[src/rtl/spc_pkg.sv]
// ----------------------------------------------------------------------------
// spc_pkg
// Shared types, sizes and codes for the scan packet classifier.
// ----------------------------------------------------------------------------
package spc_pkg;

    localparam int SLOT_COUNT   = 5;
    localparam int SLOT_W       = $clog2(SLOT_COUNT);
    localparam int SCAN_MODULUS = 8;
    localparam int SCAN_W       = 3;
    localparam int KIND_W       = 2;
    localparam int TIME_W       = 62;
    localparam int TOL_W        = 32;
    localparam int SUM_W        = TIME_W + 2;
    localparam int STAGE_W      = 2;
    localparam int VERDICT_W    = 2;

    // Stream widths: fields packed from bit 0 up, tdata widths padded to whole bytes.
    localparam int S_TDATA_RAW  = SCAN_W + TIME_W + TIME_W + 1 + TIME_W + SCAN_W;
    localparam int S_TDATA_W    = ((S_TDATA_RAW + 7) / 8) * 8;
    localparam int S_TUSER_W    = 1 + KIND_W;
    localparam int M_TDATA_W    = ((VERDICT_W + 7) / 8) * 8;

    // Configuration port.
    localparam int APB_ADDR_W   = 3;
    localparam int APB_DATA_W   = 32;
    localparam int REG_IDX_W    = APB_ADDR_W - 2;
    localparam logic [REG_IDX_W-1:0] REG_TIME_TOL = '0;

    // Duplicate-time stage of a sector slot.
    localparam logic [STAGE_W-1:0] STAGE_NONE   = 2'd0;
    localparam logic [STAGE_W-1:0] STAGE_SINGLE = 2'd1;
    localparam logic [STAGE_W-1:0] STAGE_SHARED = 2'd2;

    // Verdict codes.
    localparam logic [VERDICT_W-1:0] VERDICT_IN_SCAN   = 2'd0;
    localparam logic [VERDICT_W-1:0] VERDICT_NEXT_SCAN = 2'd1;
    localparam logic [VERDICT_W-1:0] VERDICT_SCAN_BAD  = 2'd2;
    localparam logic [VERDICT_W-1:0] VERDICT_TIME_BAD  = 2'd3;

    typedef struct packed {
        logic              is_calibration;
        logic [KIND_W-1:0] cal_kind;
        logic [SCAN_W-1:0] scan_number;
        logic [TIME_W-1:0] packet_time;
        logic [TIME_W-1:0] next_scan_start;
        logic              lookahead_valid;
        logic [TIME_W-1:0] lookahead_time;
        logic [SCAN_W-1:0] lookahead_scan;
    } spc_item_t;

endpackage

[src/rtl/spc_cfg_regs.sv]
// ----------------------------------------------------------------------------
// spc_cfg_regs
// APB register file holding the time tolerance.
// ----------------------------------------------------------------------------
module spc_cfg_regs (
    input  logic                            aclk,
    input  logic                            aresetn,
    input  logic                            psel,
    input  logic                            penable,
    input  logic                            pwrite,
    input  logic [spc_pkg::APB_ADDR_W-1:0]  paddr,
    input  logic [spc_pkg::APB_DATA_W-1:0]  pwdata,
    output logic [spc_pkg::APB_DATA_W-1:0]  prdata,
    output logic                            pready,
    output logic [spc_pkg::TOL_W-1:0]       time_tol
);

    logic [spc_pkg::TOL_W-1:0]     tol_reg;
    logic [spc_pkg::REG_IDX_W-1:0] reg_idx;
    logic                          wr_tol;

    assign reg_idx = paddr[spc_pkg::APB_ADDR_W-1:2];
    assign pready  = 1'b1;
    assign wr_tol  = psel && penable && pwrite && (reg_idx == spc_pkg::REG_TIME_TOL);

    always_ff @(posedge aclk) begin
        if (!aresetn) begin
            tol_reg <= '0;
        end else if (wr_tol) begin
            tol_reg <= pwdata[spc_pkg::TOL_W-1:0];
        end
    end

    always_comb begin
        prdata = '0;
        if (reg_idx == spc_pkg::REG_TIME_TOL) begin
            prdata[spc_pkg::TOL_W-1:0] = tol_reg;
        end
    end

    assign time_tol = tol_reg;

endmodule

[src/rtl/spc_in_reg.sv]
// ----------------------------------------------------------------------------
// spc_in_reg
// Input register: captures one header beat and unpacks its fields.
// ----------------------------------------------------------------------------
module spc_in_reg (
    input  logic                           aclk,
    input  logic                           aresetn,
    input  logic                           s_tvalid,
    output logic                           s_tready,
    input  logic [spc_pkg::S_TDATA_W-1:0]  s_tdata,
    input  logic [spc_pkg::S_TUSER_W-1:0]  s_tuser,
    output logic                           item_valid,
    input  logic                           item_ready,
    output spc_pkg::spc_item_t             item
);

    logic               valid_reg;
    spc_pkg::spc_item_t item_reg;
    spc_pkg::spc_item_t item_next;

    assign s_tready = !valid_reg || item_ready;

    always_comb begin
        item_next.is_calibration  = s_tuser[0];
        item_next.cal_kind        = s_tuser[spc_pkg::KIND_W:1];
        item_next.scan_number     = s_tdata[2:0];
        item_next.packet_time     = s_tdata[64:3];
        item_next.next_scan_start = s_tdata[126:65];
        item_next.lookahead_valid = s_tdata[127];
        item_next.lookahead_time  = s_tdata[189:128];
        item_next.lookahead_scan  = s_tdata[192:190];
    end

    always_ff @(posedge aclk) begin
        if (!aresetn) begin
            valid_reg <= 1'b0;
        end else if (s_tvalid && s_tready) begin
            valid_reg <= 1'b1;
        end else if (item_ready) begin
            valid_reg <= 1'b0;
        end
    end

    always_ff @(posedge aclk) begin
        if (s_tvalid && s_tready) begin
            item_reg <= item_next;
        end
    end

    assign item_valid = valid_reg;
    assign item       = item_reg;

endmodule

[src/rtl/spc_core.sv]
// ----------------------------------------------------------------------------
// spc_core
// Scan and sector-slot state, verdict logic and the result register.
// ----------------------------------------------------------------------------
module spc_core (
    input  logic                            aclk,
    input  logic                            aresetn,
    input  logic [spc_pkg::TOL_W-1:0]       time_tol,
    input  logic                            item_valid,
    output logic                            item_ready,
    input  spc_pkg::spc_item_t              item,
    output logic                            m_tvalid,
    input  logic                            m_tready,
    output logic [spc_pkg::VERDICT_W-1:0]   verdict
);

    logic                                adv;
    logic                                have_scan_reg;
    logic [spc_pkg::SCAN_W-1:0]          last_scan_reg;
    logic [spc_pkg::SCAN_W-1:0]          last_scan_next;
    logic [spc_pkg::TIME_W-1:0]          slot_time_reg  [spc_pkg::SLOT_COUNT];
    logic [spc_pkg::TIME_W-1:0]          slot_time_next [spc_pkg::SLOT_COUNT];
    logic [spc_pkg::STAGE_W-1:0]         slot_stage_reg  [spc_pkg::SLOT_COUNT];
    logic [spc_pkg::STAGE_W-1:0]         slot_stage_next [spc_pkg::SLOT_COUNT];
    logic                                out_valid_reg;
    logic [spc_pkg::VERDICT_W-1:0]       verdict_reg;
    logic [spc_pkg::VERDICT_W-1:0]       verdict_next;

    logic [spc_pkg::SLOT_W-1:0]          slot;
    logic [spc_pkg::SCAN_W-1:0]          cur_scan;
    logic [spc_pkg::SCAN_W-1:0]          succ_scan;
    logic [spc_pkg::STAGE_W-1:0]         cur_stage;
    logic [spc_pkg::SUM_W-1:0]           time_sum;
    logic                                by_time;
    logic                                take_next;
    logic                                start_scan;
    logic                                any_stage_set;
    logic                                any_stage_bad;

    assign adv        = item_valid && (!out_valid_reg || m_tready);
    assign item_ready = adv;

    always_comb begin
        slot = spc_pkg::SLOT_W'(spc_pkg::SLOT_COUNT - 1);
        if (item.is_calibration && (32'(item.cal_kind) < 32'(spc_pkg::SLOT_COUNT - 1))) begin
            slot = spc_pkg::SLOT_W'(item.cal_kind);
        end

        // Before the first packet the scan count is taken from the packet itself.
        cur_scan  = have_scan_reg ? last_scan_reg : item.scan_number;
        cur_stage = have_scan_reg ? slot_stage_reg[slot] : spc_pkg::STAGE_NONE;
        succ_scan = (cur_scan == spc_pkg::SCAN_W'(spc_pkg::SCAN_MODULUS - 1)) ? '0
                  : cur_scan + spc_pkg::SCAN_W'(1);

        time_sum = {2'b00, item.packet_time} + spc_pkg::SUM_W'(time_tol);
        by_time  = time_sum >= {2'b00, item.next_scan_start};

        take_next = !item.lookahead_valid ||
                    ((succ_scan == item.scan_number) &&
                     ((item.lookahead_time >= item.next_scan_start) ||
                      (item.lookahead_scan == item.scan_number)));

        last_scan_next = cur_scan;
        slot_time_next = slot_time_reg;
        for (int i = 0; i < spc_pkg::SLOT_COUNT; i++) begin
            slot_stage_next[i] = have_scan_reg ? slot_stage_reg[i] : spc_pkg::STAGE_NONE;
        end
        verdict_next = spc_pkg::VERDICT_IN_SCAN;
        start_scan   = 1'b0;

        if (by_time) begin
            start_scan = 1'b1;
        end else if (item.scan_number != cur_scan) begin
            if (take_next) begin
                start_scan = 1'b1;
            end else begin
                verdict_next = spc_pkg::VERDICT_SCAN_BAD;
            end
        end else begin
            case (cur_stage)
                spc_pkg::STAGE_NONE: begin
                    slot_time_next[slot]  = item.packet_time;
                    slot_stage_next[slot] = spc_pkg::STAGE_SINGLE;
                end
                spc_pkg::STAGE_SINGLE: begin
                    if (slot_time_reg[slot] == item.packet_time) begin
                        slot_stage_next[slot] = spc_pkg::STAGE_SHARED;
                    end else begin
                        slot_time_next[slot] = item.packet_time;
                    end
                end
                spc_pkg::STAGE_SHARED: begin
                    if (slot_time_reg[slot] != item.packet_time) begin
                        verdict_next = spc_pkg::VERDICT_TIME_BAD;
                    end
                end
                default: begin
                end
            endcase
        end

        if (start_scan) begin
            verdict_next   = spc_pkg::VERDICT_NEXT_SCAN;
            last_scan_next = item.scan_number;
            for (int i = 0; i < spc_pkg::SLOT_COUNT; i++) begin
                slot_stage_next[i] = spc_pkg::STAGE_NONE;
            end
            slot_stage_next[slot] = spc_pkg::STAGE_SINGLE;
            slot_time_next[slot]  = item.packet_time;
        end
    end

    always_ff @(posedge aclk) begin
        if (!aresetn) begin
            have_scan_reg <= 1'b0;
            last_scan_reg <= '0;
            for (int i = 0; i < spc_pkg::SLOT_COUNT; i++) begin
                slot_stage_reg[i] <= spc_pkg::STAGE_NONE;
            end
        end else if (adv) begin
            have_scan_reg  <= 1'b1;
            last_scan_reg  <= last_scan_next;
            slot_stage_reg <= slot_stage_next;
        end
    end

    // Slot times are only read while their stage is not empty.
    always_ff @(posedge aclk) begin
        if (adv) begin
            slot_time_reg <= slot_time_next;
        end
    end

    always_ff @(posedge aclk) begin
        if (!aresetn) begin
            out_valid_reg <= 1'b0;
        end else if (adv) begin
            out_valid_reg <= 1'b1;
        end else if (m_tready) begin
            out_valid_reg <= 1'b0;
        end
    end

    always_ff @(posedge aclk) begin
        if (adv) begin
            verdict_reg <= verdict_next;
        end
    end

    assign m_tvalid = out_valid_reg;
    assign verdict  = verdict_reg;

    always_comb begin
        any_stage_set = 1'b0;
        any_stage_bad = 1'b0;
        for (int i = 0; i < spc_pkg::SLOT_COUNT; i++) begin
            any_stage_set = any_stage_set || (slot_stage_reg[i] != spc_pkg::STAGE_NONE);
            any_stage_bad = any_stage_bad || (slot_stage_reg[i] > spc_pkg::STAGE_SHARED);
        end
    end

    a_new_scan_tracks_count: assert property (@(posedge aclk) disable iff (!aresetn)
        (adv && verdict_next == spc_pkg::VERDICT_NEXT_SCAN)
        |=> (have_scan_reg && last_scan_reg == $past(item.scan_number)))
        else $error("new scan did not take the packet scan count");

    a_bad_count_keeps_scan: assert property (@(posedge aclk) disable iff (!aresetn)
        (adv && verdict_next == spc_pkg::VERDICT_SCAN_BAD) |=> $stable(last_scan_reg))
        else $error("rejected scan count changed the current scan");

    a_no_slots_before_scan: assert property (@(posedge aclk) disable iff (!aresetn)
        !have_scan_reg |-> !any_stage_set)
        else $error("slot stage set before any scan was seen");

    a_stage_never_unused: assert property (@(posedge aclk) disable iff (!aresetn)
        !any_stage_bad)
        else $error("slot reached the unused stage code");

    a_result_follows_beat: assert property (@(posedge aclk) disable iff (!aresetn)
        adv |=> out_valid_reg)
        else $error("accepted header produced no result");

endmodule

[src/rtl/scan_packet_classifier.sv]
// ----------------------------------------------------------------------------
// scan_packet_classifier
// Classifies instrument packet headers against the current scan: in scan,
// next scan, bad scan count or bad packet time.
//
//   Channel   Direction  Payload
//   s_*       in         header beat: tdata fields, tuser calibration info
//   m_*       out        one verdict per header beat
//   APB       in/out     time tolerance register at byte address 0
//
// One header beat is accepted every cycle unless a stalled m_tready holds the
// core; its verdict passes through the input register, then the result
// register, to m_tdata.
// The whole classification and slot update is one pass of logic between the
// input register and the result register, so consecutive beats see each
// other's state updates with no gap.
// Reset clears scan state, slot stages and the tolerance register.
// A stalled m_tready holds the result register and stops s_tready only once
// the input register is also full.
// ----------------------------------------------------------------------------
module scan_packet_classifier (
    input  logic                            aclk,
    input  logic                            aresetn,
    // s_tdata, from bit 0: scan_number, packet_time, next_scan_start,
    // lookahead_valid, lookahead_time, lookahead_scan, zero padding
    input  logic                            s_tvalid,
    output logic                            s_tready,
    input  logic [spc_pkg::S_TDATA_W-1:0]   s_tdata,
    // s_tuser, from bit 0: is_calibration, cal_kind
    input  logic [spc_pkg::S_TUSER_W-1:0]   s_tuser,
    // m_tdata, from bit 0: verdict, zero padding
    output logic                            m_tvalid,
    input  logic                            m_tready,
    output logic [spc_pkg::M_TDATA_W-1:0]   m_tdata,
    input  logic                            psel,
    input  logic                            penable,
    input  logic                            pwrite,
    input  logic [spc_pkg::APB_ADDR_W-1:0]  paddr,
    input  logic [spc_pkg::APB_DATA_W-1:0]  pwdata,
    output logic [spc_pkg::APB_DATA_W-1:0]  prdata,
    output logic                            pready
);

    logic [spc_pkg::TOL_W-1:0]      time_tol;
    logic                           item_valid;
    logic                           item_ready;
    spc_pkg::spc_item_t             item;
    logic [spc_pkg::VERDICT_W-1:0]  verdict;

    spc_cfg_regs u_cfg (
        .aclk     (aclk),
        .aresetn  (aresetn),
        .psel     (psel),
        .penable  (penable),
        .pwrite   (pwrite),
        .paddr    (paddr),
        .pwdata   (pwdata),
        .prdata   (prdata),
        .pready   (pready),
        .time_tol (time_tol)
    );

    spc_in_reg u_in (
        .aclk       (aclk),
        .aresetn    (aresetn),
        .s_tvalid   (s_tvalid),
        .s_tready   (s_tready),
        .s_tdata    (s_tdata),
        .s_tuser    (s_tuser),
        .item_valid (item_valid),
        .item_ready (item_ready),
        .item       (item)
    );

    spc_core u_core (
        .aclk       (aclk),
        .aresetn    (aresetn),
        .time_tol   (time_tol),
        .item_valid (item_valid),
        .item_ready (item_ready),
        .item       (item),
        .m_tvalid   (m_tvalid),
        .m_tready   (m_tready),
        .verdict    (verdict)
    );

    assign m_tdata = {{(spc_pkg::M_TDATA_W - spc_pkg::VERDICT_W){1'b0}}, verdict};

endmodule
[config.mk]
export PLATFORM = sky130hd
export DESIGN_NAME = scan_packet_classifier
export DESIGN_NICKNAME = d
export VERILOG_FILES = /design/src/rtl/spc_pkg.sv /design/src/rtl/spc_cfg_regs.sv /design/src/rtl/spc_in_reg.sv /design/src/rtl/spc_core.sv /design/src/rtl/scan_packet_classifier.sv
export SDC_FILE = /design/constraint.sdc
export NUM_CORES = 1
export LEC_CHECK = 0
export ABC_CLOCK_PERIOD_IN_PS = 10350
export CORE_MARGIN = 2
export CORE_UTILIZATION = 54
export CTS_CLUSTER_DIAMETER = 200
export DETAILED_ROUTE_END_ITERATION = 12
export DONT_BUFFER_PORTS = 1
export GPL_ROUTABILITY_DRIVEN = 0
export HOLD_SLACK_MARGIN = 0.06
export PLACE_DENSITY = 0.82
export SYNTH_ARGS = -nofsm -noshare
export SYNTH_HDL_FRONTEND = slang
export SYNTH_HIERARCHICAL = 1
export SYNTH_SLANG_ARGS = --single-unit
export TNS_END_PERCENT = 1
[constraint.sdc]
create_clock -name aclk -period 10.35 [get_ports aclk]
set_input_delay 1.035 -clock aclk [delete_from_list [all_inputs] [get_ports aclk]]
set_output_delay 1.035 -clock aclk [all_outputs]
set_load 0.02 [all_outputs]
==> summary.md <==
| Metric | Value |
|---|---|
| Final setup violation count | `0` |
| Clk sinks | `556` |
| Slew Limit Fails | `0` |
| Hold Crit Class | `reg2reg` |
| Post-layout power | `0.00565 W` |
| Total grt overflow | `0` |
| DRC viols | `0` |
| Row count | `87` |
| Iter 0 DRT Violations | `2319` |
| FMAX | `0.122 GHz` |
| Post-CTS setup buffer count | `0` |
| Worst setup SP type | `flop` |
| Resized cells post-CTS | `0` |
| Count of input and output buffers | `0` |
| Die ar. | `0.0596 sq mm` |
| First-pass GRT wire length | `117 mm` |
| Maximum VDD drop | `0.184 mV` |
| Largest net degree at the start of global routing | `112` |
| Area grow syn2layout | `7.08%` |
| Yosys cell types | `85` |
| Final hold violations | `0` |
| Final Cycle Share | `79.1%` |
| Slew margin rel. | `8.58%` |
| Yosys reg bits | `556` |
| TritonCTS clock tree | `yes` |
| Clock skew | `16.9 ps` |
| Initial Util | `54.9%` |
| Critical path class | `reg2reg` |
| Filler cells | `4247` |
| Sequential fraction of the synthesis area | `52.1%` |
| Initial antenna violation count | `6` |
| Crit path capture type | `flop` |
| Vias/cell | `6.34` |
| DR WL/cell | `24.5 microns` |
| Reg clk slew, reported paths | `70 ps` |
| Worst setup margin | `2160 ps` |
| Slowest stage delay, CP | `840 ps` |
| Post-Syn Area | `0.0311 sq mm` |
| First-pass DRT Iterations | `8` |
| Clock latency on the worst-skew pair | `610 ps` |
| Crit path max-delay cell type | `a311oi_1` |
| Final wirelength | `77.8 mm` |
| Max-cap check violation count | `0` |
| Status | `completed` |
| Leak Pwr | `12.3 nW` |
| Cts bufs inserted | `56` |
| Max FFs per register | `310` |
| Fraction of layout cells with a size suffix above 1 | `10.3%` |
| Slew @ Worst Pin | `1360 ps` |
| Setup TNS | `0 ps` |
| CP arrival | `8530 ps` |
| Die width | `244 microns` |
| Htree depth | `2` |
| P per Cell Area | `170 mW/mm^2` |
| Post-synth EDFFs | `508` |
| CTS root buf | `clkbuf_16` |
| DIE HEIGHT | `244 microns` |
| YS warnings | `6` |
| DP Wirelength | `53.8 mm` |
| Critical Path RT | `10690 ps` |
| Clock tree buffer depth | `3` |
| Layout net count | `2779` |
| RSZ-0062 raised after global routing | `no` |
| Syn Inst Count | `2432` |
| Via count | `20147` |
| Ys async rst share | `0%` |
| Total Routing Usage GR | `25.4%` |
| Top FF cell, synth | `edfxtp_1` |
| Pre-CTS setup slack | `2550 ps` |
| Core ar. | `0.0567 sq mm` |
| Syn_area_per_cell | `12.8 sq um` |
| CP max FO | `32` |
| Final min period | `8190 ps` |
| Number of global-route vias before repair | `19978` |
| Hold_buf cts | `0` |
| Top-Level Pins | `288` |
| Detail Route Antenna Nets | `0` |
| Crit path cell chain | `ha_1, inv_1, fa_1, nor2b_1, o21bai_1, a2111o_1, a31oi_1, o21a_1, o21ai_0, a21boi_0, mux2i_1, nand2_1, ha_1, nand4_1, nor2_1, nand4_1, a311oi_1, o2111ai_1, nand3_1, or3_1, o2bb2ai_4, buf_4, mux2_1` |
stage by stage:
stage | cell area, sq um | util [%] | hold WS (ps) | instances
2_1_floorplan | 31100 | - | 426 | 2437
3_3_place_gp | 31400 | 55.4 | 439 | 3074
3_5_place_dp | 31400 | 55.4 | 440 | 3074
4_1_cts | 33300 | 58.7 | 454 | 3175
5_1_grt | 33300 | 58.7 | 474 | 3178
6_report | 33300 | 58.8 | 453 | 3179
Yosys cell counts, types with 23 or more instances:
| library cell | count | area [sq um] |
|---|---|---|
| xor2_1 | 81 | 709 |
| nor2b_1 | 51 | 319 |
| a21o_1 | 26 | 195 |
| buf_6 | 28 | 315 |
| nor4_1 | 27 | 169 |
| mux2_2 | 81 | 912 |
| inv_1 | 103 | 387 |
| mux2_1 | 210 | 2360 |
| o21ai_0 | 61 | 305 |
| nand3_1 | 43 | 215 |
| mux2i_1 | 135 | 1350 |
| mux2_4 | 25 | 375 |
| clkbuf_1 | 76 | 285 |
| ha_1 | 157 | 1960 |
| nor2_1 | 72 | 270 |
| edfxtp_1 | 508 | 15300 |
| xnor2_1 | 116 | 1020 |
| nand4_1 | 50 | 313 |
| a21oi_1 | 78 | 390 |
| dfxtp_1 | 48 | 961 |
| nor3_1 | 23 | 115 |
| nand2_1 | 153 | 574 |
layout make-up:
| type | count | area [sq um] | share of cell area (%) |
|---|---|---|---|
| sequential | 556 | 16200 | 48.7 |
| multi-input combinational | 1630 | 13600 | 40.9 |
| clock buffer | 73 | 1590 | 4.78 |
| tap | 756 | 946 | 2.84 |
| inverter | 104 | 398 | 1.19 |
| clock inverter | 28 | 297 | 0.890 |
| timing repair buffer | 28 | 223 | 0.668 |
| antenna | 4 | 10.0 | 0.0300 |
worst max-delay path: cells and delay by family, from the launching register on:
kind,cells,cell delay [ps]
buffers and inverters,2,720
AO/OA/AOI/OAI,9,3240
multiplexers,2,660
adder cells (fa/ha/maj),3,980
AND/OR/NAND/NOR,7,1560
flip-flops,1,710
per-layer routing:
layer | up-vias | GRT usage (%) | share of wire, %
li1 | 8979 | - | -
met1 | 9995 | 34.2 | 41
met2 | 1015 | 42.1 | 48
met3 | 158 | 3.62 | 7.9
met4 | 0 | 9.00 | 3.3
met5 | - | 0 | 0
kinds of logic (layout without fill, tap and decap cells):
kind of cell / Yosys count / count (layout) / synth area share, %
buffers and inverters: 251 / 233 / 4.15
muxes: 459 / 459 / 16.7
other: 2 / 11 / 0.0241
adders and majority gates: 158 / 158 / 6.38
xor gates and xnor gates: 197 / 197 / 5.55
AOI/OAI and AO/OA: 318 / 318 / 7.05
DFF: 556 / 556 / 52.1
and+or+nand+nor: 491 / 491 / 8.08
placed cells by master, fill, tap and decap left out, types with 15 or more instances in the layout:
cell type    n
a211oi_1    15
a21o_1      26
a21oi_1     78
and3_1      19
buf_4       27
clkbuf_16   61
dfxtp_1     48
edfxtp_1   508
ha_1       157
inv_1      103
mux2_1     210
mux2_2      81
mux2_4      25
mux2i_1    135
nand2_1    153
nand3_1     43
nand4_1     50
nor2_1      72
nor2b_1     51
nor3_1      23
nor4_1      27
o211ai_1    18
o21ai_0     61
o22ai_1     17
xnor2_1    116
xor2_1      81
report_power, final:
group          total [W]  internal (W)  switching [W]
logic           0.000775      0.000328       0.000447
registers        0.00278       0.00266       0.000122
clock network    0.00210       0.00121       0.000885
total            0.00565       0.00420        0.00145
path summary, 6_finish.rpt:
path | startpoint | to | slack (ps) | depth (start not counted)
max | u_in/item[128] | u_core/slot_time_reg[165] | 2160 | 23
min | u_core/slot_stage_reg[0] | u_core/slot_stage_reg[0] | 450 | 2
max reg2reg | u_in/item[128] | u_core/slot_time_reg[165] | 2160 | 23
min reg2reg | u_core/slot_stage_reg[0] | u_core/slot_stage_reg[0] | 450 | 2
No activity file was read; power rests on OpenSTA's default activity.
